--- config.mk ---
export PLATFORM = sky130hd
export DESIGN_NAME = hmth_queue
export DESIGN_NICKNAME = d
export VERILOG_FILES = /design/src/sv/hmth_queue.sv
export SDC_FILE = /design/constraint.sdc
export NUM_CORES = 1
export LEC_CHECK = 0
export ABC_AREA = 0
export BUFFER_PORTS_ARGS = -buffer_cell sky130_fd_sc_hd__buf_2
export CAP_MARGIN = 5
export CORE_UTILIZATION = 35
export CTS_BUF_LIST = sky130_fd_sc_hd__clkbuf_16
export CTS_CLUSTER_DIAMETER = 40
export DETAILED_ROUTE_END_ITERATION = 16
export GPL_TIMING_DRIVEN = 0
export HOLD_SLACK_MARGIN = 0.02
export PLACE_DENSITY = 0.54
export SLEW_MARGIN = 0
export SYNTH_ARGS = -nofsm -noshare
export SYNTH_HDL_FRONTEND = slang
export SYNTH_SLANG_ARGS = --single-unit
export TNS_END_PERCENT = 10
--- constraint.sdc ---
create_clock -name clock -period 2.4 [get_ports clock]
set_input_delay 0.36 -clock clock [delete_from_list [all_inputs] [get_ports clock]]
set_output_delay 0.36 -clock clock [all_outputs]
set_load 0.005 [all_outputs]
--- src/sv/hmth_queue.sv ---
// Small register FIFO between the front and the back of the block.
// Depends on nothing; width and depth come from parameters.
module hmth_queue #(
   parameter int DEPTH = 4,
   parameter int WIDTH = 8
) (
   input  logic             clock,
   input  logic             reset,
   input  logic             push,
   input  logic [WIDTH-1:0] wdata,
   output logic             full,
   input  logic             pop,
   output logic [WIDTH-1:0] rdata,
   output logic             empty
);

   localparam int PW = (DEPTH > 1) ? $clog2(DEPTH) : 1;
   localparam int CW = $clog2(DEPTH + 1);

   logic [WIDTH-1:0] slot_ff [DEPTH];
   logic [PW-1:0]    wr_ptr_ff, wr_ptr_in;
   logic [PW-1:0]    rd_ptr_ff, rd_ptr_in;
   logic [CW-1:0]    count_ff,  count_in;
   logic             do_push, do_pop;

   assign full    = (count_ff == CW'(DEPTH));
   assign empty   = (count_ff == '0);
   assign do_push = push && !full;
   assign do_pop  = pop && !empty;
   assign rdata   = slot_ff[rd_ptr_ff];

   always_comb begin
      wr_ptr_in = wr_ptr_ff;
      rd_ptr_in = rd_ptr_ff;
      count_in  = count_ff;
      if (do_push) begin
         wr_ptr_in = (wr_ptr_ff == PW'(DEPTH - 1)) ? '0 : wr_ptr_ff + PW'(1);
      end
      if (do_pop) begin
         rd_ptr_in = (rd_ptr_ff == PW'(DEPTH - 1)) ? '0 : rd_ptr_ff + PW'(1);
      end
      if (do_push && !do_pop) begin
         count_in = count_ff + CW'(1);
      end else if (do_pop && !do_push) begin
         count_in = count_ff - CW'(1);
      end
   end

   always_ff @(posedge clock) begin
      if (reset) begin
         wr_ptr_ff <= '0;
         rd_ptr_ff <= '0;
         count_ff  <= '0;
      end else begin
         wr_ptr_ff <= wr_ptr_in;
         rd_ptr_ff <= rd_ptr_in;
         count_ff  <= count_in;
      end
   end

   always_ff @(posedge clock) begin
      if (do_push) begin
         slot_ff[wr_ptr_ff] <= wdata;
      end
   end

endmodule

==> out/metrics.yaml <==
status: "finished, violations left"
violations: "design-rule violations"
ff_latch_area_mm2: 0.00114
clkPwrFrac: 0.306
grt_usage: 0.115
core_mm2: 0.00444
hold_class: "input pin to register"
ys_ff_latch: 41
io_buffers: 20
skew_ns: 0.00415
synth.distinct_cells: 26
postCtsSetupRepairBufs: 0
fin_crit_ns: 2.25
synth.avg_cell_area_um2: 17.9
fill_cells: 418
maxSlewHeadroom: 0.680
p_seq_frac: 0.461
die_w_um: 70.6
route.detailed.drc: 4
critPathMaxFanout: 5
start_util: 0.370
synthCells: 92
maxClockFrequency_ghz: 0.444
final_nets: 138
hold_buffers: 0
p_sw_frac: 0.256
syn_to_final_growth_pct: 18.6
report.final.slew_viol_count: 0
max_stage_delay_ns: 0.42
clock_latency_ns: 0.27
grt_pass1_vias: 902
finalCritPeriodShare: 0.938
async_flop_share: 0
num_vias: 870
crit_family: "adder cells"
yosys-top-cells-area: "edfxtp_1 58%, dfxtp_1 11%, mux4_2 11%"
yosys.area.top_type: "edfxtp_1"
antennaDiodeCount: 0
cts_tree: "done"
cts_root_buffer: "clkbuf_16"
cts.reportedPaths.clkPinSlew_ns: 0.06
cts_sinks: 41
syn_area_mm2: 0.00165
antenna_found_initial: 0
dpl.hpwl_um: 1800
rsz0062_at_grt: "no"
leakagePower_nw: 0.725
cp.arrival_ns: 2.45
cts_inserted_buffers: 5
fin_tns_setup_ns: 0
num_rows: 24
grt_overflow: 0
maxCapViolCount: 0
synth.top_cells.by_count: "32 x edfxtp_1, 9 x dfxtp_1, 8 x mux4_2, 6 x ha_1"
synth_edf_count: 32
gp_congestion: 0.740
cts.path.max_buffers: 2
htree_levels: 2
critPathBufInv: 1
setup.worst_path.start_class: "register"
switchingPower_uw: 513
required_ns: 2.60
tightestPinTransition_ns: 0.480
power_frac_comb: 0.233
grt_pass1_wl_um: 4120
peakVddDrop_uv: 350
critPathKind: "register to register"
holdWs_ns: 0.301
slowest_stage: "o31ai_2"
crit_path_end_kind: "register"
avgRoutedWirePerCell_um: 15.1
ys.warnings.count: 0
final_hold_viol_count: 0
drive_above_1_share: 0.392
synthDominantCellAreaShare: 0.584
die-area_mm2: 0.00498
synth.most_common_cell: "edfxtp_1"
wl_um: 2600
die-height_um: 70.6
crit_chain: "o31ai_2, ha_1, inv_1, fa_1, xor2_1, or3_2, a21oi_1"
multi_input_area_um2: 457
syn_nets: 111
drt-initial-drc-count: 32
post_cts_resized: 0
ant_nets: 0
ios: 22
p_per_area_mw_per_mm2: 1030
ys.flop_type: "edfxtp_1"
dr.pass1.iters: 10
synth_seq_area_share: 0.694
grt_max_degree: 13
p_int_mw: 1.49
setup_viol: 0
viasPerCell: 5.06
-- power by group through the flow --
stage / Clock [mW] / Combinational, mW / Sequential, mW
2_1_floorplan: 0 / 0.331 / 0.920
3_3_place_gp: 0 / 0.458 / 0.926
3_5_place_dp: 0 / 0.477 / 0.934
4_1_cts: 0.633 / 0.479 / 0.920
5_1_grt: 0.652 / 0.524 / 0.933
6_report: 0.611 / 0.467 / 0.922
-- cells by family after synthesis --
logic type	synth area share
DFF	0.694
and+or+nand+nor	0.0570
muxes	0.122
buffers and inverters	0.0289
AOI/OAI and AO/OA	0.0304
adders and majority gates	0.0578
xor gates and xnor gates	0.0106
-- registers in the layout (all words and copies together), names as in the netlist, named ones only --
signal / flops
rd_ptr_ff: 2
wr_ptr_ff: 2
slot_ff: 32
count_ff: 3
-- per-layer routing --
metal | global-route usage | share of wire | wire length [um] | up-vias
met5 | 0 | 0 | 0 | -
met4 | 0.0600 | 0.015 | 38 | 0
met3 | 0.0299 | 0.041 | 108 | 5
met2 | 0.204 | 0.52 | 1350 | 17
met1 | 0.129 | 0.42 | 1100 | 437
li1 | - | - | - | 411
-- worst paths after layout --
path,start,depth (start not counted),slack (ns),endpoint
setup / recovery,count_ff[1],7,0.15,count_ff[2]
hold / removal,wdata[2],1,0.30,slot_ff[2][2]
setup reg to reg,count_ff[1],7,0.15,count_ff[2]
hold reg to reg,rd_ptr_ff[0],2,0.50,rd_ptr_ff[0]
-- through the flow --
stage / util / std cells / area, um2 / total power [mW] / setup slack, ns
after detailed placement: 0.407 / 164 / 1810 / 1.41 / 0.0585
after floorplan: - / 92 / 1650 / 1.25 / 0.237
after global placement: 0.407 / 164 / 1810 / 1.38 / 0.139
after global routing: 0.439 / 172 / 1950 / 2.11 / 0.0133
after CTS: 0.438 / 172 / 1950 / 2.03 / 0.0542
final: 0.439 / 172 / 1950 / 2.00 / 0.150
-- area by class of cell --
| cell class | count | area share |
|---|---|---|
| inverter | 5 | 0.0122 |
| tap | 52 | 0.0334 |
| clock inverter | 3 | 0.00641 |
| buffer | 4 | 0.0122 |
| timing repair buffer | 20 | 0.0513 |
| sequential | 41 | 0.586 |
| multi-input combinational | 42 | 0.234 |
| clock buffer | 5 | 0.0641 |
-- placed cells by master (no fill, tap or decap), drive strengths merged, types with 3 or more instances in the layout --
| cell type | count |
|---|---|
| buf | 23 |
| clkinv | 4 |
| and3 | 4 |
| inv | 4 |
| a21oi | 3 |
| dfxtp | 9 |
| edfxtp | 32 |
| nor2 | 4 |
| mux4 | 8 |
| ha | 6 |
| clkbuf | 6 |
-- worst register-to-register path, delay by kind of cell (launching register included) --
kind	cells	cell delay, ns
adders and majority gates	2	0.63
AOI/OAI and AO/OA	2	0.57
and+or+nand+nor	1	0.41
DFF	1	0.35
xor gates and xnor gates	1	0.16
buffers and inverters	1	0.06
Power figures use the tool's default switching activity.
