File: src/sv/hmth_pkg.sv
// Shared types and constants for the heightmap triangle height query block.
// No dependencies; imported by hmth_front, hmth_back and the top level.
package hmth_pkg;

   // request modes
   localparam logic MODE_LOAD  = 1'b0;
   localparam logic MODE_QUERY = 1'b1;

   // register select (word index taken from the byte address)
   localparam logic REG_GRID_DIM     = 1'b0;
   localparam logic REG_HEIGHT_SCALE = 1'b1;

   localparam int          DIM_W        = 9;
   localparam int          SCALE_W      = 24;
   localparam logic [8:0]  DIM_RESET    = 9'd256;
   localparam logic [8:0]  DIM_MIN      = 9'd2;
   localparam logic [23:0] SCALE_RESET  = 24'd256;

   // divide by 255: floor(2^32/255) and the divisor
   localparam logic [24:0] RECIP_255    = 25'd16843009;
   localparam logic [32:0] DIVISOR_255  = 33'd255;

   // configuration as seen by the datapath (dimension already clamped)
   typedef struct packed {
      logic [DIM_W-1:0]   dim;
      logic [SCALE_W-1:0] scale;
   } hmth_cfg_type;

   // back-end sequencer states
   typedef enum logic [2:0] {
      BK_IDLE,
      BK_MAC,
      BK_MUL,
      BK_RCP,
      BK_FIX
   } hmth_bk_state_type;

   // packed width of one queue entry:
   // is_load, in_range, lower, index, data, three weights
   function automatic int hmth_entry_width(input int aw, input int frac_bits);
      return 3 + aw + 8 + 3 * (frac_bits + 1);
   endfunction

endpackage

File: src/sv/hmth_front.sv
// Front end: accepts requests, range-checks queries, forms the cell base index
// and triangle weights, and pushes one entry per useful request. Uses hmth_pkg.
module hmth_front #(
   parameter int GRID_MAX  = 256,
   parameter int FRAC_BITS = 8,
   localparam int AW = $clog2(GRID_MAX * GRID_MAX),
   localparam int EW = hmth_pkg::hmth_entry_width(AW, FRAC_BITS)
) (
   input  logic                  req_valid,
   output logic                  req_stall,
   input  logic                  req_mode,
   input  logic [15:0]           req_load_index,
   input  logic [7:0]            req_height_byte,
   input  logic signed [23:0]    req_pos_x,
   input  logic signed [23:0]    req_pos_z,
   input  hmth_pkg::hmth_cfg_type cfg,
   output logic                  q_push,
   output logic [EW-1:0]         q_wdata,
   input  logic                  q_full
);

   import hmth_pkg::*;

   localparam int          WW         = FRAC_BITS + 1;
   localparam int          XW         = 23 - FRAC_BITS;
   localparam int          CW         = ((XW > DIM_W) ? XW : DIM_W) + 1;
   localparam int          MW         = XW + DIM_W;
   localparam logic [31:0] STORE_SIZE = 32'(GRID_MAX * GRID_MAX);

   typedef struct packed {
      logic          is_load;
      logic          in_range;
      logic          lower;
      logic [AW-1:0] index;
      logic [7:0]    data;
      logic [WW-1:0] wa;
      logic [WW-1:0] wb;
      logic [WW-1:0] wc;
   } entry_type;

   entry_type            entry;
   logic [XW-1:0]        xi, zi;
   logic [FRAC_BITS-1:0] u, v, diff, w_b, w_c;
   logic [CW-1:0]        lim;
   logic                 negative, in_range, lower, in_store;
   logic [MW-1:0]        base_idx;

   assign xi       = req_pos_x[22:FRAC_BITS];
   assign zi       = req_pos_z[22:FRAC_BITS];
   assign u        = req_pos_x[FRAC_BITS-1:0];
   assign v        = req_pos_z[FRAC_BITS-1:0];
   assign negative = req_pos_x[23] || req_pos_z[23];

   // cell must have a right and an upper neighbor
   assign lim      = CW'(cfg.dim) - CW'(1);
   assign in_range = !negative && (CW'(xi) < lim) && (CW'(zi) < lim);

   assign base_idx = MW'(zi) * MW'(cfg.dim) + MW'(xi);

   assign lower = (u > v);
   assign diff  = lower ? (u - v) : (v - u);
   assign w_b   = lower ? v : u;
   assign w_c   = lower ? u : v;

   assign in_store = (32'(req_load_index) < STORE_SIZE);

   always_comb begin
      entry.is_load  = (req_mode == MODE_LOAD);
      entry.in_range = in_range;
      entry.lower    = lower;
      entry.index    = (req_mode == MODE_LOAD) ? AW'(req_load_index) : AW'(base_idx);
      entry.data     = req_height_byte;
      entry.wa       = {1'b0, diff};
      entry.wb       = {1'b0, w_b};
      entry.wc       = {1'b1, {FRAC_BITS{1'b0}}} - {1'b0, w_c};
   end

   assign req_stall = q_full;
   assign q_wdata   = entry;
   // loads past the end of the store are dropped here
   assign q_push    = req_valid && !q_full && ((req_mode == MODE_QUERY) || in_store);

endmodule

File: config.mk
export PLATFORM = sky130hd
export DESIGN_NAME = hmth_front
export DESIGN_NICKNAME = d
export VERILOG_FILES = /design/src/sv/hmth_pkg.sv /design/src/sv/hmth_front.sv
export SDC_FILE = /design/constraint.sdc
export NUM_CORES = 1
export LEC_CHECK = 0
export ABC_CLOCK_PERIOD_IN_PS = 11200
export BUFFER_PORTS_ARGS = -buffer_cell sky130_fd_sc_hd__buf_4
export CORE_MARGIN = 3
export CORE_UTILIZATION = 56
export DETAILED_ROUTE_END_ITERATION = 6
export PLACE_DENSITY_LB_ADDON = 0.25
export RECOVER_POWER = 100
export SLEW_MARGIN = 20
export SYNTH_ARGS = -nofsm -noshare
export SYNTH_HDL_FRONTEND = slang
export SYNTH_SLANG_ARGS = --single-unit
export TNS_END_PERCENT = 100
File: constraint.sdc
create_clock -name vclk -period 11.2
set_input_delay 2.24 -clock vclk [all_inputs]
set_output_delay 2.24 -clock vclk [all_outputs]
set_load 0.05 [all_outputs]
==> flow_summary.html, run 1 <==
<table>
<tr><th>Metric</th><th>Value</th></tr>
<tr><th colspan="2">Finish</th></tr>
<tr><td>Number of fill cells</td><td>897</td></tr>
<tr><td>Cell Count, Final, Fillers Out</td><td>935</td></tr>
<tr><td>Final-layout clock buffer total</td><td>0</td></tr>
<tr><td>Final net count</td><td>1,066</td></tr>
<tr><td>Number of flip-flops and latches</td><td>0</td></tr>
<tr><td>Area used by sequential logic in the layout</td><td>0 um^2</td></tr>
<tr><td>Layout overhead on the synthesized area</td><td>13.08%</td></tr>
<tr><td>Number of antenna diodes</td><td>0</td></tr>
<tr><td>Share of the core filled with cells</td><td>0.6520</td></tr>
<tr><td>Fraction of layout cells with a size suffix above 1</td><td>0.1309</td></tr>
<tr><th colspan="2">Worst setup path</th></tr>
<tr><td>Slowest stage cell on the critical path</td><td>sky130_fd_sc_hd__clkbuf_1</td></tr>
<tr><td>Critical setup path kind</td><td>in2out</td></tr>
<tr><td>Maximum fanout encountered on the critical timing path</td><td>22</td></tr>
<tr><td>Critical Path Max Stage Delay</td><td>780 ps</td></tr>
<tr><td>Arrival time of data at the critical path endpoint</td><td>7900 ps</td></tr>
<tr><td>Startpoint type of the worst setup path</td><td>primary input</td></tr>
<tr><td>Worst setup path endpoint</td><td>q_wdata[48]</td></tr>
<tr><td>Cells along the critical path</td><td>clkbuf_1 &gt; nand2_1 &gt; fa_1 &gt; inv_1 &gt; fa_1 &gt; inv_1 &gt; fa_1 &gt; inv_1 &gt; fa_1 &gt; inv_1 &gt; fa_1 &gt; inv_1 &gt; ha_1 &gt; or3_1 &gt; o21bai_1 &gt; a211o_1 &gt; a21oi_1 &gt; xnor2_1 &gt; mux2_2 &gt; buf_4</td></tr>
<tr><td>Element type at the critical path end</td><td>primary output</td></tr>
<tr><td>Required time reported for the critical path endpoint</td><td>8960 ps</td></tr>
<tr><td>Start point of the critical path</td><td>cfg[24]</td></tr>
<tr><th colspan="2">Timing</th></tr>
<tr><td>Worst Setup Slack, final</td><td>1059 ps</td></tr>
<tr><td>Setup TNS Final</td><td>0 ps</td></tr>
<tr><td>Max-slew headroom at the worst pin</td><td>0.1742</td></tr>
<tr><td>Period utilisation layout</td><td>0.9054</td></tr>
<tr><td>Max frequency</td><td>98.61 MHz</td></tr>
<tr><td>Transition time at the pin with the least slew margin</td><td>1232 ps</td></tr>
<tr><td>Final Max Slew Viols</td><td>0</td></tr>
<tr><td>Hold violation count in the final report</td><td>0</td></tr>
<tr><td>Final setup violation count</td><td>0</td></tr>
<tr><td>Clock period minus final worst setup slack</td><td>10,140 ps</td></tr>
<tr><td>RSZ-0062 raised after global routing</td><td>no</td></tr>
<tr><th colspan="2">Floorplan</th></tr>
<tr><td>Effective utilization at floorplan</td><td>0.5766</td></tr>
<tr><td>Y dimension of the die</td><td>106.6 um</td></tr>
<tr><td>Die Footprint</td><td>11,350 um^2</td></tr>
<tr><td>Die Width</td><td>106.6 um</td></tr>
<tr><td>Number of rows in the core area</td><td>36</td></tr>
<tr><td>Area of the core</td><td>9819 um^2</td></tr>
<tr><td>Count of pins on the block boundary</td><td>164</td></tr>
<tr><th colspan="2">Global routing</th></tr>
<tr><td>Global-route wire length before repair</td><td>24.69 mm</td></tr>
<tr><td>Total overflow reported by the global router</td><td>0</td></tr>
<tr><td>Maximum number of pins on one net before global-route repair</td><td>42</td></tr>
<tr><td>Via count of the first global-routing pass</td><td>5,383</td></tr>
<tr><td>Combined global-route utilization of all metal layers</td><td>0.2583</td></tr>
<tr><td>Initial antenna violation count</td><td>0</td></tr>
<tr><th colspan="2">Placement</th></tr>
<tr><td>Half-perimeter wire length after detailed placement</td><td>12.15 mm</td></tr>
<tr><td>Quantity of I/O buffers inserted on ports</td><td>122</td></tr>
<tr><td>Placed cell count</td><td>935</td></tr>
<tr><td>Routability cong.</td><td>0.9019</td></tr>
<tr><td>Worst slack, placed</td><td>1654 ps</td></tr>
<tr><th colspan="2">Yosys</th></tr>
<tr><td>Post-synthesis cell count</td><td>715</td></tr>
<tr><td>Top post-synthesis cells by area</td><td>sky130_fd_sc_hd__fa_1 (28%), sky130_fd_sc_hd__ha_1 (16%), sky130_fd_sc_hd__inv_1 (8.3%), sky130_fd_sc_hd__and2_1 (7.0%), sky130_fd_sc_hd__xnor2_1 (5.4%)</td></tr>
<tr><td>Syn_area_per_cell</td><td>7.918 um^2</td></tr>
<tr><td>Synth top area share</td><td>0.2829</td></tr>
<tr><td>Dominant cell type by area after synthesis</td><td>sky130_fd_sc_hd__fa_1</td></tr>
<tr><td>Netlist area before placement</td><td>5662 um^2</td></tr>
<tr><td>Ys Warns</td><td>0</td></tr>
<tr><td>Cell variety after synth</td><td>61</td></tr>
<tr><td>Proportion of synthesized chip area in sequential cells</td><td>0</td></tr>
<tr><th colspan="2">Drt</th></tr>
<tr><td>Average vias per placed instance</td><td>5.650</td></tr>
<tr><td>Number of optimization iterations in the first detailed-route pass</td><td>5</td></tr>
<tr><td>Aggregate routed wire length</td><td>14.56 mm</td></tr>
<tr><td>Number of nets with antenna violations after detailed routing</td><td>0</td></tr>
<tr><td>Wire length per cell after detailed routing</td><td>15.57 um</td></tr>
<tr><td>Via count</td><td>5,283</td></tr>
<tr><td>Detailed-route DRC error count</td><td>0</td></tr>
<tr><td>Violation count after the first detailed-routing iteration</td><td>188</td></tr>
<tr><th colspan="2">Clocking</th></tr>
<tr><td>Number of resized instances in the post-cts repair step</td><td>0</td></tr>
<tr><td>Hold-fix buffer count after cts</td><td>0</td></tr>
<tr><td>Count of buffers added by post-CTS timing repair for setup</td><td>0</td></tr>
<tr><th colspan="2">Power</th></tr>
<tr><td>Total leakage power</td><td>0.003239 uW</td></tr>
<tr><td>Max IR drop VDD</td><td>0.1952 mV</td></tr>
<tr><td>Power density over the cells</td><td>251.8 nW/um^2</td></tr>
<tr><th colspan="2">Run</th></tr>
<tr><td>Number of max-cap violations</td><td>0</td></tr>
<tr><th colspan="2">Status</th></tr>
<tr><td>Outcome</td><td>finished, final reports clean</td></tr>
<tr><th colspan="2">Min path</th></tr>
<tr><td>Worst hold path depth</td><td>0</td></tr>
<tr><td>Class of the worst hold path</td><td>in2out</td></tr>
</table>
how the worst min path moves through the flow:
| stage | slack [ps] | from | to |
|---|---|---|---|
| global route | 4480 | req_height_byte[7] | q_wdata[34] |
| global placement | 4480 | req_height_byte[0] | q_wdata[27] |
| finish | 4480 | req_height_byte[7] | q_wdata[34] |
| floorplan | 4650 | req_height_byte[0] | q_wdata[27] |
| detailed placement | 4480 | req_height_byte[0] | q_wdata[27] |
| CTS | 4480 | req_height_byte[0] | q_wdata[27] |
final cells by class:
| class | instances | area (um^2) | area share |
|---|---|---|---|
| Multi-Input combinational cell | 554 | 4977 | 0.7774 |
| Timing Repair Buffer | 122 | 784.5 | 0.1225 |
| Inverter | 126 | 474.2 | 0.07407 |
| Tap cell | 133 | 166.4 | 0.02599 |
cell families (layout without fill, tap and decap cells):
family,count (synthesis),after routing,share of synthesized area
xor gates and xnor gates,42,42,0.06740
and+or+nand+nor,227,227,0.2009
muxes,12,12,0.02431
other,1,2,0.0006623
adders and majority gates,154,154,0.4464
buffers and inverters,162,248,0.1185
AOI/OAI and AO/OA,117,117,0.1419
cell usage in the layout, fill, tap and decap left out, drive strengths merged, types with 4 or more instances in the layout:
master and instances:
a21oi 22, nor2b 6, and2 63, fa 80, nand3 11, clkbuf 35
nand2 74, nor4 4, a2111o 4, a211oi 8, inv 125, xnor2 35
nor3 17, mux2 11, a31oi 4, nor2 32, buf 87, o21a 7
ha 74, and3 7, a21o 8, o21ai 36, xor2 6
metrics by stage:
stage          total power, uW  hold WS (ps)  cell area (um^2)
6_report                  1612          4480              6402
5_1_grt                   1781          4480              6402
2_1_floorplan             1260          4647              5665
3_3_place_gp              1633          4480              6553
3_5_place_dp              1658          4480              6553
4_1_cts                   1667          4480              6553
per-layer routing:
metal  vias to the layer above  share of wire  global-route usage
li1                       2485              -                   -
met1                      2546           0.42              0.3458
met2                       213           0.50              0.4588
met3                        39          0.057             0.01093
met4                         0          0.024             0.06758
met5                         -              0                   0
cell usage after synthesis, types with 4 or more instances:
library cell and n:
sky130_fd_sc_hd__ha_1 74, sky130_fd_sc_hd__and2_1 63, sky130_fd_sc_hd__xnor2_1 35, sky130_fd_sc_hd__inv_1 125, sky130_fd_sc_hd__nor3_1 17, sky130_fd_sc_hd__xor2_1 6
sky130_fd_sc_hd__nor2_1 32, sky130_fd_sc_hd__and3_1 6, sky130_fd_sc_hd__a21oi_1 22, sky130_fd_sc_hd__o21a_1 6, sky130_fd_sc_hd__o21ai_0 35, sky130_fd_sc_hd__a211oi_1 7
sky130_fd_sc_hd__a21o_1 8, sky130_fd_sc_hd__a2111o_1 4, sky130_fd_sc_hd__nand2_1 74, sky130_fd_sc_hd__fa_1 80, sky130_fd_sc_hd__nor2b_1 6, sky130_fd_sc_hd__mux2_2 10
sky130_fd_sc_hd__nor4_1 4, sky130_fd_sc_hd__nand3_1 11, sky130_fd_sc_hd__clkbuf_1 16, sky130_fd_sc_hd__a31oi_1 4, sky130_fd_sc_hd__buf_4 13
power by group:
part,switching (uW),leakage [uW],internal (uW)
sequential,0,0,0
combinational,1030,0.00324,583
clock,0,0,0
total,1030,0.00324,583
critical path: cells and delay by family:
| family | cells | cell delay, ps |
|---|---|---|
| AO/OA/AOI/OAI | 3 | 680 |
| XOR/XNOR | 1 | 90 |
| adder cells (fa/ha/maj) | 6 | 2800 |
| buffers and inverters | 7 | 1250 |
| multiplexers | 1 | 260 |
| AND/OR/NAND/NOR | 2 | 580 |
Power figures use the tool's default switching activity.
==> run 2: changes to the inputs <==
- BUFFER_PORTS_ARGS: -buffer_cell sky130_fd_sc_hd__buf_4 -> unset
- CORE_UTILIZATION: 56 -> 60
- DONT_BUFFER_PORTS: unset -> 1
- MAX_ROUTING_LAYER: unset -> met4
==> run 2 against run 1 <==
  * The flow now finishes with violations (capacitance limit, slew limit)
  * Die area decreased by 6.3%
  * Hold slack unchanged
  * Largest power group unchanged
  * Core utilization decreased by 2.4 points
==> flow_summary.html, run 2 (synthesis gave the netlist of run 1 again) <==
<table>
<tr><th>Metric</th><th>Value</th></tr>
<tr><th colspan="2">Worst setup path</th></tr>
<tr><td>Critical setup path kind</td><td>in2out</td></tr>
<tr><td>Startpoint type of the worst setup path</td><td>primary input</td></tr>
<tr><td>Slowest stage cell on the critical path</td><td>sky130_fd_sc_hd__o311ai_1</td></tr>
<tr><td>Path length in cells of the critical path</td><td>17 (-15%)</td></tr>
<tr><td>Element type at the critical path end</td><td>primary output</td></tr>
<tr><td>Maximum fanout encountered on the critical timing path</td><td>10 (-55%)</td></tr>
<tr><td>Critical Path Max Stage Delay</td><td>1270 ps (+490 ps)</td></tr>
<tr><td>Most Frequent Cell on Critical Path</td><td>sky130_fd_sc_hd__fa_1</td></tr>
<tr><td>WP buf/inv</td><td>4 (-3)</td></tr>
<tr><td>Required time reported for the critical path endpoint</td><td>8960 ps (about the same)</td></tr>
<tr><td>Arrival time of data at the critical path endpoint</td><td>7610 ps (-290 ps)</td></tr>
<tr><td>Cell type group with the largest total delay on the critical path</td><td>adder cells</td></tr>
<tr><td>Cells along the critical path</td><td>and2_0 &gt; fa_1 &gt; fa_1 &gt; inv_1 &gt; fa_1 &gt; inv_1 &gt; fa_1 &gt; inv_1 &gt; fa_1 &gt; inv_1 &gt; ha_1 &gt; o21ai_0 &gt; a21oi_1 &gt; o21ai_0 &gt; o21ai_0 &gt; nand2_1 &gt; o311ai_1</td></tr>
<tr><th colspan="2">Floorplan</th></tr>
<tr><td>Count of pins on the block boundary</td><td>164 (unchanged)</td></tr>
<tr><td>Die Footprint</td><td>10,640 um^2 (-6.3%)</td></tr>
<tr><td>Area of the core</td><td>8934 um^2 (-9.0%)</td></tr>
<tr><td>Effective utilization at floorplan</td><td>0.6338 (+0.05717)</td></tr>
<tr><td>Y dimension of the die</td><td>103.1 um (-3.2%)</td></tr>
<tr><td>Die Width</td><td>103.1 um (-3.2%)</td></tr>
<tr><td>Number of rows in the core area</td><td>34 (-5.6%)</td></tr>
<tr><th colspan="2">Placement</th></tr>
<tr><td>Placed cell count</td><td>789 (-16%)</td></tr>
<tr><td>Quantity of I/O buffers inserted on ports</td><td>0 (-100%)</td></tr>
<tr><td>Routability cong.</td><td>0.9318 (+3.3%)</td></tr>
<tr><td>Half-perimeter wire length after detailed placement</td><td>11.48 mm (-5.5%)</td></tr>
<tr><th colspan="2">Timing</th></tr>
<tr><td>Period utilisation layout</td><td>0.8791 (-0.02627)</td></tr>
<tr><td>Min Hold Slack</td><td>4480 ps (unchanged)</td></tr>
<tr><td>Setup TNS Final</td><td>0 ps (unchanged)</td></tr>
<tr><td>Max frequency</td><td>101.6 MHz (+3.0%)</td></tr>
<tr><td>Max-slew headroom at the worst pin</td><td>-0.1195 (-0.2936)</td></tr>
<tr><td>Final Max Slew Viols</td><td>55 (+55)</td></tr>
<tr><td>Transition time at the pin with the least slew margin</td><td>1670 ps (+438.0 ps)</td></tr>
<tr><td>Hold violation count in the final report</td><td>0 (unchanged)</td></tr>
<tr><td>Final setup violation count</td><td>0 (unchanged)</td></tr>
<tr><td>Clock period minus final worst setup slack</td><td>9846 ps (-294.2 ps)</td></tr>
<tr><td>RSZ-0062 raised after global routing</td><td>no</td></tr>
<tr><th colspan="2">Drt</th></tr>
<tr><td>Number of optimization iterations in the first detailed-route pass</td><td>5 (unchanged)</td></tr>
<tr><td>Violation count after the first detailed-routing iteration</td><td>158 (-16%)</td></tr>
<tr><td>Via count</td><td>4,789 (-9.4%)</td></tr>
<tr><td>Aggregate routed wire length</td><td>13.68 mm (-6.0%)</td></tr>
<tr><td>Wire length per cell after detailed routing</td><td>17.34 um (+11%)</td></tr>
<tr><td>Average vias per placed instance</td><td>6.070 (+7.4%)</td></tr>
<tr><td>Detailed-route DRC error count</td><td>0 (unchanged)</td></tr>
<tr><td>Number of nets with antenna violations after detailed routing</td><td>0 (unchanged)</td></tr>
<tr><th colspan="2">Finish</th></tr>
<tr><td>Leading cell types in the layout, fill and taps excluded</td><td>sky130_fd_sc_hd__inv_1 (125), sky130_fd_sc_hd__fa_1 (80), sky130_fd_sc_hd__nand2_1 (74), sky130_fd_sc_hd__ha_1 (74), sky130_fd_sc_hd__and2_1 (61)</td></tr>
<tr><td>Final net count</td><td>945 (-11%)</td></tr>
<tr><td>Final-layout clock buffer total</td><td>0 (unchanged)</td></tr>
<tr><td>Cell Count, Final, Fillers Out</td><td>789 (-16%)</td></tr>
<tr><td>Number of fill cells</td><td>829 (-7.6%)</td></tr>
<tr><td>Fraction of layout cells with a size suffix above 1</td><td>0.01615 (-0.1148)</td></tr>
<tr><td>Area used by sequential logic in the layout</td><td>0 um^2 (unchanged)</td></tr>
<tr><td>Number of antenna diodes</td><td>0 (unchanged)</td></tr>
<tr><td>Share of the core filled with cells</td><td>0.6279 (-0.02414)</td></tr>
<tr><td>Most common library cell in the layout ignoring fill and taps</td><td>sky130_fd_sc_hd__inv_1</td></tr>
<tr><td>Layout overhead on the synthesized area</td><td>-0.9282%</td></tr>
<tr><td>Number of flip-flops and latches</td><td>0 (unchanged)</td></tr>
<tr><th colspan="2">Global routing</th></tr>
<tr><td>Combined global-route utilization of all metal layers</td><td>0.2725 (+0.01418)</td></tr>
<tr><td>Total overflow reported by the global router</td><td>0 (unchanged)</td></tr>
<tr><td>Global-route wire length before repair</td><td>22.73 mm (-7.9%)</td></tr>
<tr><td>Via count of the first global-routing pass</td><td>4,867 (-9.6%)</td></tr>
<tr><td>Maximum number of pins on one net before global-route repair</td><td>42 (unchanged)</td></tr>
<tr><td>Initial antenna violation count</td><td>0 (unchanged)</td></tr>
<tr><th colspan="2">Min path</th></tr>
<tr><td>Class of the worst hold path</td><td>in2out</td></tr>
<tr><td>Worst hold path depth</td><td>0 (unchanged)</td></tr>
<tr><th colspan="2">Clocking</th></tr>
<tr><td>Number of resized instances in the post-cts repair step</td><td>0 (unchanged)</td></tr>
<tr><td>Count of buffers added by post-CTS timing repair for setup</td><td>0 (unchanged)</td></tr>
<tr><td>Hold-fix buffer count after cts</td><td>0 (unchanged)</td></tr>
<tr><th colspan="2">Status</th></tr>
<tr><td>Failing checks</td><td>capacitance limit, slew limit</td></tr>
<tr><td>Outcome</td><td>finished with violations</td></tr>
<tr><th colspan="2">Power</th></tr>
<tr><td>Max IR drop VDD</td><td>0.1962 mV (+0.51%)</td></tr>
<tr><td>Sw Share</td><td>0.6717 (+0.03320)</td></tr>
<tr><td>Part of the power in combinational logic</td><td>1.000 (about the same)</td></tr>
<tr><td>Seq pwr share</td><td>0 (unchanged)</td></tr>
<tr><td>Clock group share of total power</td><td>0 (unchanged)</td></tr>
<tr><td>Internal power</td><td>482.9 uW (-17%)</td></tr>
<tr><td>Net switching power</td><td>987.9 uW (-4.0%)</td></tr>
<tr><td>Power density over the cells</td><td>262.2 nW/um^2 (+4.1%)</td></tr>
<tr><td>Total leakage power</td><td>0.002786 uW (-14%)</td></tr>
<tr><th colspan="2">Run</th></tr>
<tr><td>Number of max-cap violations</td><td>16 (+16)</td></tr>
</table>
-- run 2: cell count changes in the layout (fill, tap and decap cells not counted), moves of 8 or more --
cell,change
sky130_fd_sc_hd__clkbuf_1,-34
sky130_fd_sc_hd__buf_4,-87
sky130_fd_sc_hd__mux2_2,-9
sky130_fd_sc_hd__mux2_1,+8
-- run 2: cell type report --
cell class         instances  area [um^2]  area share
inverters                126        474.2     0.08454
well taps                108        135.1     0.02409
multi-input cells        554         4996      0.8907
repair buffers             1        3.754   0.0006692
-- run 2: worst paths after layout --
path / slack [ps] / from / endpoint
min: 4480 / req_height_byte[6] / q_wdata[33]
max: 1350 / req_pos_z[9] / q_wdata[49]
-- run 2: metrics by stage --
| step | cell area (um^2) | total power (uW) | setup WS, ps |
|---|---|---|---|
| 2_1_floorplan | 5665 | 1260 | 555.7 |
| 3_3_place_gp | 5632 | 1471 | 1723 |
| 3_5_place_dp | 5632 | 1497 | 1619 |
| 4_1_cts | 5632 | 1505 | 1604 |
| 5_1_grt | 5609 | 1637 | 972.8 |
| 6_report | 5609 | 1471 | 1354 |
-- run 2: layer usage --
metal  up-vias  wire length (um)  share of wire  global-route usage
met1      2344              5575           0.41              0.3388
met3        20               957          0.070             0.02977
met5         -                 0              0                   -
met2       191              6948           0.51              0.4889
li1       2234                 -              -                   -
met4         0               198          0.014             0.03685
-- run 2: power by group through the flow --
stage | Clock (uW) | Combinational, uW | Sequential (uW)
after floorplan | 0 | 1260 | 0
after global placement | 0 | 1470 | 0
after detailed placement | 0 | 1500 | 0
after CTS | 0 | 1500 | 0
after global routing | 0 | 1640 | 0
final | 0 | 1470 | 0
